## src/hdl/spd_pkg.sv

```systemverilog
`timescale 1ns / 1ps

package spd_pkg;

   // Field widths of the sample and index paths
   localparam int SAMPLE_BITS = 16;
   localparam int INDEX_BITS  = 24;
   localparam int ALPHA_BITS  = 16;
   localparam int FRAC_BITS   = 15;

   // Smoothed value: sample units scaled by 2^15, with one guard bit
   localparam int SMOOTH_BITS = SAMPLE_BITS + 16;

   // Unity weight in Q1.15
   localparam logic [ALPHA_BITS-1:0] ALPHA_ONE = ALPHA_BITS'(32768);

   // Configuration port
   localparam int CSR_INDEX_BITS = 3;
   localparam int CSR_WIDE_BITS  = (INDEX_BITS > SAMPLE_BITS) ? INDEX_BITS : SAMPLE_BITS;
   localparam int CSR_DATA_BITS  = (CSR_WIDE_BITS > ALPHA_BITS) ? CSR_WIDE_BITS : ALPHA_BITS;

   typedef enum logic [CSR_INDEX_BITS-1:0] {
      CSR_ALPHA         = 3'd0,
      CSR_FLOOR         = 3'd1,
      CSR_AMPLITUDE     = 3'd2,
      CSR_MIN_WIDTH     = 3'd3,
      CSR_MAX_WIDTH     = 3'd4
   } csr_index_type;

   // Register reset values
   localparam logic [ALPHA_BITS-1:0] ALPHA_RESET     = ALPHA_BITS'(9830);
   localparam logic [INDEX_BITS-1:0] MAX_WIDTH_RESET = {INDEX_BITS{1'b1}};

   typedef struct packed {
      logic signed [SAMPLE_BITS-1:0] sample;
      logic                          last;
   } req_payload_type;

   typedef struct packed {
      logic [INDEX_BITS-1:0] start_index;
      logic [INDEX_BITS-1:0] end_index;
   } rsp_payload_type;

   typedef struct packed {
      logic [ALPHA_BITS-1:0]         alpha_q15;
      logic signed [SAMPLE_BITS-1:0] floor_level;
      logic [SAMPLE_BITS-1:0]        amplitude_threshold;
      logic [INDEX_BITS-1:0]         min_width;
      logic [INDEX_BITS-1:0]         max_width;
   } cfg_type;

   // Item leaving the smoothing stage
   typedef struct packed {
      logic                          valid;
      logic                          first;
      logic                          last;
      logic signed [SMOOTH_BITS-1:0] value;
   } smooth_type;

endpackage

```

## src/hdl/smoothed_pulse_detector_core.sv

```systemverilog
`timescale 1ns / 1ps

// Smoothed pulse detector.
// req channel: one signed sample per item, with last marking the end of a
// record. An item is taken at a clock edge where req_valid is high and
// req_stall is low.
// rsp channel: zero or one item per sample, carrying the start and end index
// of a qualified pulse; taken where rsp_valid is high and rsp_stall is low.
// csr channel: register writes by index (alpha, floor, amplitude threshold,
// minimum and maximum width); csr_ready is always high. Write only while idle.
// Throughput: one sample per cycle while no shown result is stalled, set by
// the combinational multiply-add loop of the exponential average. A result
// reaches rsp via the input register, smoothing stage and output register.
// When a result waits and the receiver stalls, req_stall rises and the whole
// pipeline holds; otherwise samples keep flowing while a result is shown.
// Synchronous reset restores the register defaults and empties the pipeline;
// the record state (average, counters, open pulse) returns to zero.
module smoothed_pulse_detector_core (
   input  logic                                clock,
   input  logic                                reset,
   input  logic                                req_valid,
   output logic                                req_stall,
   input  spd_pkg::req_payload_type            req_item,
   output logic                                rsp_valid,
   input  logic                                rsp_stall,
   output spd_pkg::rsp_payload_type            rsp_item,
   input  logic                                csr_valid,
   output logic                                csr_ready,
   input  logic [spd_pkg::CSR_INDEX_BITS-1:0]  csr_index,
   input  logic [spd_pkg::CSR_DATA_BITS-1:0]   csr_data
);

   spd_pkg::cfg_type    cfg;
   spd_pkg::smooth_type smooth;
   logic                advance;

   // Move every stage unless a shown result is stalled
   assign advance   = !(rsp_valid && rsp_stall);
   assign req_stall = !advance;

   spd_csr u_csr (
      .clock     (clock),
      .reset     (reset),
      .csr_valid (csr_valid),
      .csr_ready (csr_ready),
      .csr_index (csr_index),
      .csr_data  (csr_data),
      .cfg       (cfg)
   );

   spd_smooth u_smooth (
      .clock     (clock),
      .reset     (reset),
      .advance   (advance),
      .req_valid (req_valid),
      .req_item  (req_item),
      .alpha_q15 (cfg.alpha_q15),
      .smooth    (smooth)
   );

   spd_detect u_detect (
      .clock     (clock),
      .reset     (reset),
      .advance   (advance),
      .smooth    (smooth),
      .cfg       (cfg),
      .rsp_valid (rsp_valid),
      .rsp_item  (rsp_item)
   );

endmodule

```

## src/hdl/spd_csr.sv

```systemverilog
`timescale 1ns / 1ps

module spd_csr (
   input  logic                                clock,
   input  logic                                reset,
   input  logic                                csr_valid,
   output logic                                csr_ready,
   input  logic [spd_pkg::CSR_INDEX_BITS-1:0]  csr_index,
   input  logic [spd_pkg::CSR_DATA_BITS-1:0]   csr_data,
   output spd_pkg::cfg_type                    cfg
);

   spd_pkg::cfg_type cfg_ff;

   // Always take a write; unknown indexes are dropped
   assign csr_ready = 1'b1;

   always_ff @(posedge clock) begin
      if (reset) begin
         cfg_ff.alpha_q15           <= spd_pkg::ALPHA_RESET;
         cfg_ff.floor_level         <= '0;
         cfg_ff.amplitude_threshold <= '0;
         cfg_ff.min_width           <= '0;
         cfg_ff.max_width           <= spd_pkg::MAX_WIDTH_RESET;
      end else if (csr_valid) begin
         unique case (csr_index)
            spd_pkg::CSR_ALPHA: begin
               cfg_ff.alpha_q15 <= csr_data[spd_pkg::ALPHA_BITS-1:0];
            end
            spd_pkg::CSR_FLOOR: begin
               cfg_ff.floor_level <= $signed(csr_data[spd_pkg::SAMPLE_BITS-1:0]);
            end
            spd_pkg::CSR_AMPLITUDE: begin
               cfg_ff.amplitude_threshold <= csr_data[spd_pkg::SAMPLE_BITS-1:0];
            end
            spd_pkg::CSR_MIN_WIDTH: begin
               cfg_ff.min_width <= csr_data[spd_pkg::INDEX_BITS-1:0];
            end
            spd_pkg::CSR_MAX_WIDTH: begin
               cfg_ff.max_width <= csr_data[spd_pkg::INDEX_BITS-1:0];
            end
            default: begin
            end
         endcase
      end
   end

   assign cfg = cfg_ff;

endmodule

```

## src/hdl/spd_smooth.sv

```systemverilog
`timescale 1ns / 1ps

module spd_smooth (
   input  logic                       clock,
   input  logic                       reset,
   input  logic                       advance,
   input  logic                       req_valid,
   input  spd_pkg::req_payload_type   req_item,
   input  logic [spd_pkg::ALPHA_BITS-1:0] alpha_q15,
   output spd_pkg::smooth_type        smooth
);

   localparam int SW = spd_pkg::SMOOTH_BITS;
   localparam int SB = spd_pkg::SAMPLE_BITS;
   localparam int FB = spd_pkg::FRAC_BITS;
   localparam int AB = spd_pkg::ALPHA_BITS;

   logic                      in_valid_ff;
   spd_pkg::req_payload_type  in_item_ff;
   logic                      started_ff;
   logic                      started_in;
   logic signed [SW-1:0]      value_ff;
   logic signed [SW-1:0]      value_in;
   spd_pkg::smooth_type       smooth_ff;

   logic [AB-1:0]             alpha_clip;
   logic signed [AB:0]        alpha_ext;
   logic signed [SW-1:0]      target;
   logic signed [SW:0]        diff;
   logic signed [SW+AB+1:0]   product;
   logic signed [SW:0]        delta;
   logic signed [SW:0]        sum;

   // Capture the item
   always_ff @(posedge clock) begin
      if (reset) begin
         in_valid_ff <= 1'b0;
      end else if (advance) begin
         in_valid_ff <= req_valid;
      end
   end

   always_ff @(posedge clock) begin
      if (advance) begin
         in_item_ff <= req_item;
      end
   end

   // Exponential average: s += (alpha * ((x << 15) - s)) >>> 15
   always_comb begin
      alpha_clip = (alpha_q15 > spd_pkg::ALPHA_ONE) ? spd_pkg::ALPHA_ONE : alpha_q15;
      alpha_ext  = $signed({1'b0, alpha_clip});
      target     = {{(SW-SB-FB){in_item_ff.sample[SB-1]}}, in_item_ff.sample, {FB{1'b0}}};
      diff       = {target[SW-1], target} - {value_ff[SW-1], value_ff};
      product    = diff * alpha_ext;
      delta      = product[FB+SW:FB];
      sum        = {value_ff[SW-1], value_ff} + delta;
      value_in   = started_ff ? sum[SW-1:0] : target;
      started_in = !in_item_ff.last;
   end

   // Advance the average and hand the item on
   always_ff @(posedge clock) begin
      if (reset) begin
         started_ff      <= 1'b0;
         value_ff        <= '0;
         smooth_ff.valid <= 1'b0;
      end else if (advance) begin
         smooth_ff.valid <= in_valid_ff;
         if (in_valid_ff) begin
            started_ff <= started_in;
            value_ff   <= value_in;
         end
      end
   end

   always_ff @(posedge clock) begin
      if (advance) begin
         smooth_ff.first <= !started_ff;
         smooth_ff.last  <= in_item_ff.last;
         smooth_ff.value <= value_in;
      end
   end

   assign smooth = smooth_ff;

endmodule

```

## src/hdl/spd_detect.sv

```systemverilog
`timescale 1ns / 1ps

module spd_detect (
   input  logic                      clock,
   input  logic                      reset,
   input  logic                      advance,
   input  spd_pkg::smooth_type       smooth,
   input  spd_pkg::cfg_type          cfg,
   output logic                      rsp_valid,
   output spd_pkg::rsp_payload_type  rsp_item
);

   localparam int SW = spd_pkg::SMOOTH_BITS;
   localparam int SB = spd_pkg::SAMPLE_BITS;
   localparam int FB = spd_pkg::FRAC_BITS;
   localparam int IB = spd_pkg::INDEX_BITS;

   logic [IB-1:0]          count_ff;
   logic [IB-1:0]          count_in;
   logic [IB-1:0]          start_ff;
   logic [IB-1:0]          start_in;
   logic                   in_pulse_ff;
   logic                   in_pulse_in;
   logic                   prev_above_ff;
   logic signed [SW-1:0]   peak_ff;
   logic signed [SW-1:0]   peak_in;
   logic                   rsp_valid_ff;
   spd_pkg::rsp_payload_type rsp_item_ff;

   logic signed [SW-1:0]   floor_q;
   logic signed [SB+1:0]   need_sum;
   logic signed [SW:0]     need;
   logic                   above;
   logic                   open_pulse;
   logic                   close_pulse;
   logic                   grow_peak;
   logic [IB-1:0]          end_index;
   logic [IB-1:0]          width;
   logic                   qualified;
   logic                   emit;

   // Compare, open, close and track the peak
   always_comb begin
      floor_q  = {{(SW-SB-FB){cfg.floor_level[SB-1]}}, cfg.floor_level, {FB{1'b0}}};
      need_sum = {{2{cfg.floor_level[SB-1]}}, cfg.floor_level}
               + $signed({2'b00, cfg.amplitude_threshold});
      need     = {need_sum, {FB{1'b0}}};
      above    = smooth.value > floor_q;

      open_pulse  = !smooth.first && !in_pulse_ff && above && !prev_above_ff;
      close_pulse = !smooth.first && in_pulse_ff && !above;
      grow_peak   = !smooth.first && in_pulse_ff && above && (smooth.value > peak_ff);

      in_pulse_in = open_pulse ? 1'b1 : (close_pulse ? 1'b0 : in_pulse_ff);
      start_in    = open_pulse ? count_ff : start_ff;
      peak_in     = (open_pulse || grow_peak) ? smooth.value : peak_ff;
      count_in    = (count_ff == {IB{1'b1}}) ? count_ff : count_ff + IB'(1);

      // Falling crossing ends at this index, end of record at the length
      end_index = close_pulse ? count_ff : count_in;
      width     = (end_index >= start_in) ? end_index - start_in : '0;
      qualified = (width >= cfg.min_width) && (width <= cfg.max_width)
               && ($signed({peak_in[SW-1], peak_in}) >= need);
      emit      = smooth.valid && qualified
               && (close_pulse || (smooth.last && in_pulse_in));
   end

   // Update pulse state; clear it after the last item of a record
   always_ff @(posedge clock) begin
      if (reset) begin
         count_ff      <= '0;
         start_ff      <= '0;
         in_pulse_ff   <= 1'b0;
         prev_above_ff <= 1'b0;
         peak_ff       <= '0;
      end else if (advance && smooth.valid) begin
         if (smooth.last) begin
            count_ff      <= '0;
            start_ff      <= '0;
            in_pulse_ff   <= 1'b0;
            prev_above_ff <= 1'b0;
            peak_ff       <= '0;
         end else begin
            count_ff      <= count_in;
            start_ff      <= start_in;
            in_pulse_ff   <= in_pulse_in;
            prev_above_ff <= above;
            peak_ff       <= peak_in;
         end
      end
   end

   // Output register: hold while the receiver stalls
   always_ff @(posedge clock) begin
      if (reset) begin
         rsp_valid_ff <= 1'b0;
      end else if (advance) begin
         rsp_valid_ff <= emit;
      end
   end

   always_ff @(posedge clock) begin
      if (advance) begin
         rsp_item_ff.start_index <= start_in;
         rsp_item_ff.end_index   <= end_index;
      end
   end

   assign rsp_valid = rsp_valid_ff;
   assign rsp_item  = rsp_item_ff;

endmodule

```

## config.mk

```make
export PLATFORM = sky130hd
export DESIGN_NAME = smoothed_pulse_detector_core
export DESIGN_NICKNAME = d
export VERILOG_FILES = /design/src/hdl/spd_pkg.sv /design/src/hdl/smoothed_pulse_detector_core.sv /design/src/hdl/spd_csr.sv /design/src/hdl/spd_smooth.sv /design/src/hdl/spd_detect.sv
export SDC_FILE = /design/constraint.sdc
export NUM_CORES = 2
export LEC_CHECK = 0
export ABC_AREA = 0
export BUFFER_PORTS_ARGS = -buffer_cell sky130_fd_sc_hd__buf_4
export CORE_MARGIN = 2
export CORE_UTILIZATION = 62
export DETAILED_ROUTE_END_ITERATION = 10
export PLACE_DENSITY = 0.81
export SYNTH_ARGS = -nofsm -noshare
export SYNTH_HDL_FRONTEND = slang
export SYNTH_SLANG_ARGS = --single-unit
export TNS_END_PERCENT = 30
```

## constraint.sdc

```tcl
create_clock -name clock -period 13.8 [get_ports clock]
set_input_delay 1.38 -clock clock [delete_from_list [all_inputs] [get_ports clock]]
set_output_delay 1.38 -clock clock [all_outputs]
set_load 0.01 [all_outputs]
```

== Word level (Yosys, flattened, before mapping) ==
Cells that the tools add are included.
W data, S select, Z words.
Storage, ports and cells
  register bits: 313
  output and inout bits: 51
  word-level logic and storage cells: 85
Cells by class
  add/subtract/negate cells: 5
  $mul: 1
  magnitude comparators: 7
  equal/unequal tests: 5
  multiplexer cells: 14
  bitwise operators: 1
  reduce and logical (&&, ||, !) cells: 30
Operators with widths (number)
  $mux W24: 6
  $mux W32: 3
  $ge A24 B24 Y1: 2
  $mul A33 B17 Y47: 1
  $ge A32 B33 Y1: 1
  $sub A31 B32 Y33: 1
  $add A32 B32 Y32: 1
  $gt A32 B31 Y1: 1
  $gt A32 B32 Y1: 1
  $add A24 B1 Y24 const B: 1
  $eq A24 B24 Y1 const B: 1
  $le A24 B24 Y1: 1
  $sub A24 B24 Y24: 1
  $add A16 B17 Y18: 1
  $gt A16 B16 Y1 const B: 1
  $mux W16: 1
  $logic_and A1 B1 Y1: 14
  $reduce_and A2 Y1: 6
  $logic_not A1 Y1: 7
  $eq A3 B2 Y1 const B: 2
  $mux W1: 4
  $eq A3 B1 Y1 const B: 1
  $eq A3 B3 Y1 const B: 1
  $logic_not A3 Y1: 1
  2 further kinds: 3

== Logic depth before layout (Yosys ltp) ==
  depth after elaboration: 12
  mapped depth: 46
  gate-level depth less buffers: 41

== Hierarchy ==
A second synthesis with hierarchy kept.
Second synthesis, totals
  cells, all modules: 4285
  area, all modules: 37437.2 µm²
By module, submodules not included
  spd_smooth: times used 1, cells each 2635, area each 22942.0 µm², seq. area each 2232.1 µm²
  spd_detect: times used 1, cells each 1274, area each 10595.2 µm², seq. area each 3103.0 µm²
  spd_csr: times used 1, cells each 374, area each 3890.0 µm², seq. area each 1921.8 µm²
  smoothed_pulse_detector_core: times used 1, cells each 2, area each 10.0 µm², seq. area each 0.0 µm²

== Worst setup path after synthesis ==
OpenSTA, ideal clock, no wires.
  path type: reg-to-reg
  start point: register u_smooth.value_ff[0]
  end point: register u_smooth.value_ff[30]
  library setup time: 95 ps
  arrival time: 10140 ps
  data required time: 13705 ps
  path slack: 3564 ps
  cell stages (with the launch flop): 42
  buffers on the path: 3
  period minus slack after synthesis: 10236 ps
  cell sequence: dfxtp_1 > clkbuf_1 > clkinv_1 > ha_1 > nor3b_2 > and4_4 > buf_6 > a21oi_1 > o21bai_1 > a21oi_1 > xnor2_1 > clkbuf_1 > nand2_1 > fa_1 > fa_1 > fa_1 > inv_1 > fa_1 > [... 6 more ...] > o21bai_1 > a21oi_1 > o21ai_0 > nor3_1 > nor2_1 > a31o_2 > xor2_1 > ha_1 > a21o_1 > a21o_1 > a21o_1 > a21o_1 > a311o_1 > a41oi_1 > o311ai_2 > o221ai_1 > mux2_2 > a221oi_1
On the way
  cells in the longest elaborated chain, start to end: 4
Ends and longest elaborated chain
  start, declared: line spd_smooth.sv:22  | logic signed [SW-1:0] value_ff;
  start signal, assigned: line spd_smooth.sv:72  | value_ff <= value_in;
  $sub A31 B32 Y33: line spd_smooth.sv:54  | diff = {target[SW-1], target} - {value_ff[SW-1], value_ff};
  $mul A33 B17 Y47: line spd_smooth.sv:55  | product = diff * alpha_ext;
  $add A32 B32 Y32 (*): line spd_smooth.sv:57  | sum = {value_ff[SW-1], value_ff} + delta;
  $mux W32 (*): line spd_smooth.sv:58  | value_in = started_ff ? sum[SW-1:0] : target;
Mark *: on every way between the ends. The rest lies on a longest branch, timed or not.
A chain may end at the register's enable or synchronous reset.

== Worst setup path after layout ==
Ends and elaborated chain as after synthesis.

==> summary.md <==
| Metric | Value |
|---|---|
| Netlist Area Pre-Place | `37270 um2` |
| Final ANT Viol Nets | `0` |
| Clock Path Buffers | `3` |
| Initial antenna violation count | `2` |
| DP HPWL | `78790 um` |
| Headroom to the max-slew limit | `6.595%` |
| Maximum Capacitance Violations | `0` |
| Most Frequent Cell on Critical Path | `fa_1` |
| Sequential area share after synthesis | `19.47%` |
| Synth unique cells | `90` |
| Number of core rows | `89` |
| Clk Latency, worst-skew pair | `0.59 ns` |
| Fill cells | `4702` |
| Final setup fails | `0` |
| Prevailing post-synth register cell | `dfxtp_1` |
| Syn Nets | `5218` |
| Nets | `5218` |
| CP Capture Type | `flop` |
| Routed WL | `101700 um` |
| Setup total negative slack | `0 ns` |
| Setup bufs post-CTS | `0` |
| Synth Register Bits | `313` |
| P&R area growth vs syn | `6.750%` |
| Status | `finished, final reports clean` |
| Io pins | `100` |
| Initial core utilization | `62.92%` |
| Commonest cells in the netlist | `776 x inv_1, 590 x nand2_1, 484 x fa_1` |
| DRC Markers | `0` |
| WL per Instance | `19.71 um` |
| DIE HEIGHT | `249.2 um` |
| Largest family of logic cells by synthesized area | `adder cells` |
| GRT Total Usage | `33.03%` |
| Sink Count | `313` |
| Post-CTS sizing | `0` |
| Final period util | `85.21%` |
| IO Port Bufs | `98` |
| Footprint of the multi-input gates | `26470 um2` |
| Syn. warnings | `0` |
| CP peak stage delay | `0.90 ns` |
| Inserted Clock Buffers | `31` |
| Hold crit path type | `reg -> reg` |
| Synth Area in Compound Gates | `11.91%` |
| Layout cells sized above 1 | `6.765%` |
| Largest net degree at the start of global routing | `81` |
| Top cells by area, synth | `fa_1 26%, dfxtp_1 11%, ha_1 11%` |
| Required @ worst endpoint | `14.28 ns` |
| N_diodes | `0` |
| Clk_skew | `0.02642 ns` |
| First-pass GRT wire length | `164400 um` |
| Fraction of registers with async set/reset | `0%` |
| Count leader, synth | `inv_1` |
| Total die area | `62100 um2` |
| Post-Synth Adder-Cell Area | `36.74%` |
| Max-slew violation count | `0` |
| EDFF count, synth | `99` |
| Post-Place Setup Slack | `2.259 ns` |
| RSZ-0062 raised after global routing | `false` |
| Mux contribution to synthesized area | `1.450%` |
| CP Launch Type | `flop` |
| CTS root buffer | `clkbuf_16` |
| Core area | `59240 um2` |
| Die X | `249.2 um` |
| Vias/cell | `5.950` |
| Reg area | `7257 um2` |
| Crit path max-delay cell type | `xnor2_1` |
| Syn_area_per_cell | `8.539 um2` |
| Clock-pin slew on the worst setup and hold paths | `0.07 ns` |
| Post-synthesis simple-gate area fraction | `16.50%` |
| GR Overflow Total | `0` |
| CP max FO | `12` |
| PnR worst setup slack | `2.041 ns` |
| Vias | `30720` |
| Drt pass-1 iters | `5` |
| WP data arrival | `12.24 ns` |
| Largest area contributor in the netlist | `fa_1` |
| Final Wtd Congestion | `0.9470` |
| XOR/XNOR share of the synthesized area | `4.159%` |
| Min cycle time layout | `11.76 ns` |
| Iter 0 DRT Violations | `2449` |
| Crit path kind | `reg -> reg` |
| Hold_buf cts | `0` |
| Fmax | `0.08504 GHz` |
| Final Hold Vio Count | `0` |
| H-tree depth | `1` |
| Worst-margin pin slew | `1.391 ns` |
| Synth Instances | `4365` |
| Share of the synthesized area in the top cell type | `25.99%` |
| CTS tree | `done` |
| Vias in the first global route | `31500` |
-- layout by cell type (no fill, tap or decap), types with 29 or more instances in the layout --
master,Yosys,layout
o21ai_0,134,134
o211ai_1,36,36
xnor2_1,103,102
nor3_1,46,46
dfxtp_1,214,214
nand3_1,58,58
and2_1,60,60
nand2_1,590,588
nand4_1,44,44
inv_1,776,776
fa_1,484,484
a22oi_1,29,29
clkbuf_16,0,31
buf_4,2,151
a21oi_1,246,246
ha_1,320,320
nor2_1,356,355
nor2b_1,40,32
a21o_1,92,91
xor2_1,74,74
mux2_2,40,40
edfxtp_1,99,99
-- state kept, by name, summed over array words and instances (netlist names) --
signal and count:
u_smooth.in_valid_ff 1, u_detect.count_ff 24, u_csr.cfg 96, u_detect.prev_above_ff 1, u_smooth.started_ff 1, u_detect.in_pulse_ff 1, u_detect.rsp_valid 1, u_smooth.value_ff 32
u_detect.peak_ff 32, u_detect.rsp_item 48, u_smooth.smooth 35, u_smooth.in_item_ff 17, u_detect.start_ff 24
-- through the flow --
stage	cells	util (%)	hold slack, ns	area, um2
after floorplan	4365	-	0.4273	37270
after global placement	5105	65.42	0.4408	38760
after detailed placement	5105	65.42	0.4419	38760
after CTS	5163	67.17	0.4591	39790
after global routing	5163	67.17	0.4781	39790
final	5163	67.17	0.4601	39790
-- worst max-delay path: cells and delay by family (launching register included) --
| family | cells | cell delay, ns |
|---|---|---|
| buffers and inverters | 4 | 0.40 |
| adder cells (fa/ha/maj) | 9 | 4.05 |
| AO/OA/AOI/OAI | 17 | 3.50 |
| flip-flops | 1 | 0.43 |
| AND/OR/NAND/NOR | 5 | 1.87 |
| multiplexers | 1 | 0.37 |
| XOR/XNOR | 2 | 1.05 |
-- routing by layer --
| layer | vias to the layer above | GRT usage (%) | part of all wire, % |
|---|---|---|---|
| met4 | 4 | 17.01 | 6.0 |
| met3 | 381 | 4.995 | 8.4 |
| li1 | 14020 | - | - |
| met2 | 1505 | 55.19 | 47 |
| met1 | 14810 | 41.77 | 39 |
| met5 | - | 0 | 0.016 |
-- layout make-up --
class,instances,share of cell area [%]
clock inverters,24,0.5660
inverters,778,7.339
repair buffers,152,2.877
multi-input cells,3089,66.52
flip-flops and latches,313,18.24
clock buffers,34,2.028
well taps,773,2.431
-- path summary, 6_finish.rpt --
kind         slack (ns)                                 end  cells after the start                         startpoint
max                2.04  u_smooth.value_ff[30]$_SDFFE_PP0P_                     38  u_smooth.value_ff[0]$_SDFFE_PP0P_
min                0.46          u_csr.cfg[28]$_SDFFE_PP0P_                      2         u_csr.cfg[28]$_SDFFE_PP0P_
max reg2reg        2.04  u_smooth.value_ff[30]$_SDFFE_PP0P_                     38  u_smooth.value_ff[0]$_SDFFE_PP0P_
min reg2reg        0.46          u_csr.cfg[28]$_SDFFE_PP0P_                      2         u_csr.cfg[28]$_SDFFE_PP0P_
-- kinds of logic after synthesis --
kind of cell | after synthesis
simple gates | 1351
buf+inv | 963
fa+ha+maj | 804
compound gates | 707
flops | 313
xor+xnor | 177
mux | 49
other cells | 1
Power is left out: the tool's default activity adds up to more than one toggle a clock period on the data nets, which glitch-free logic cannot reach.
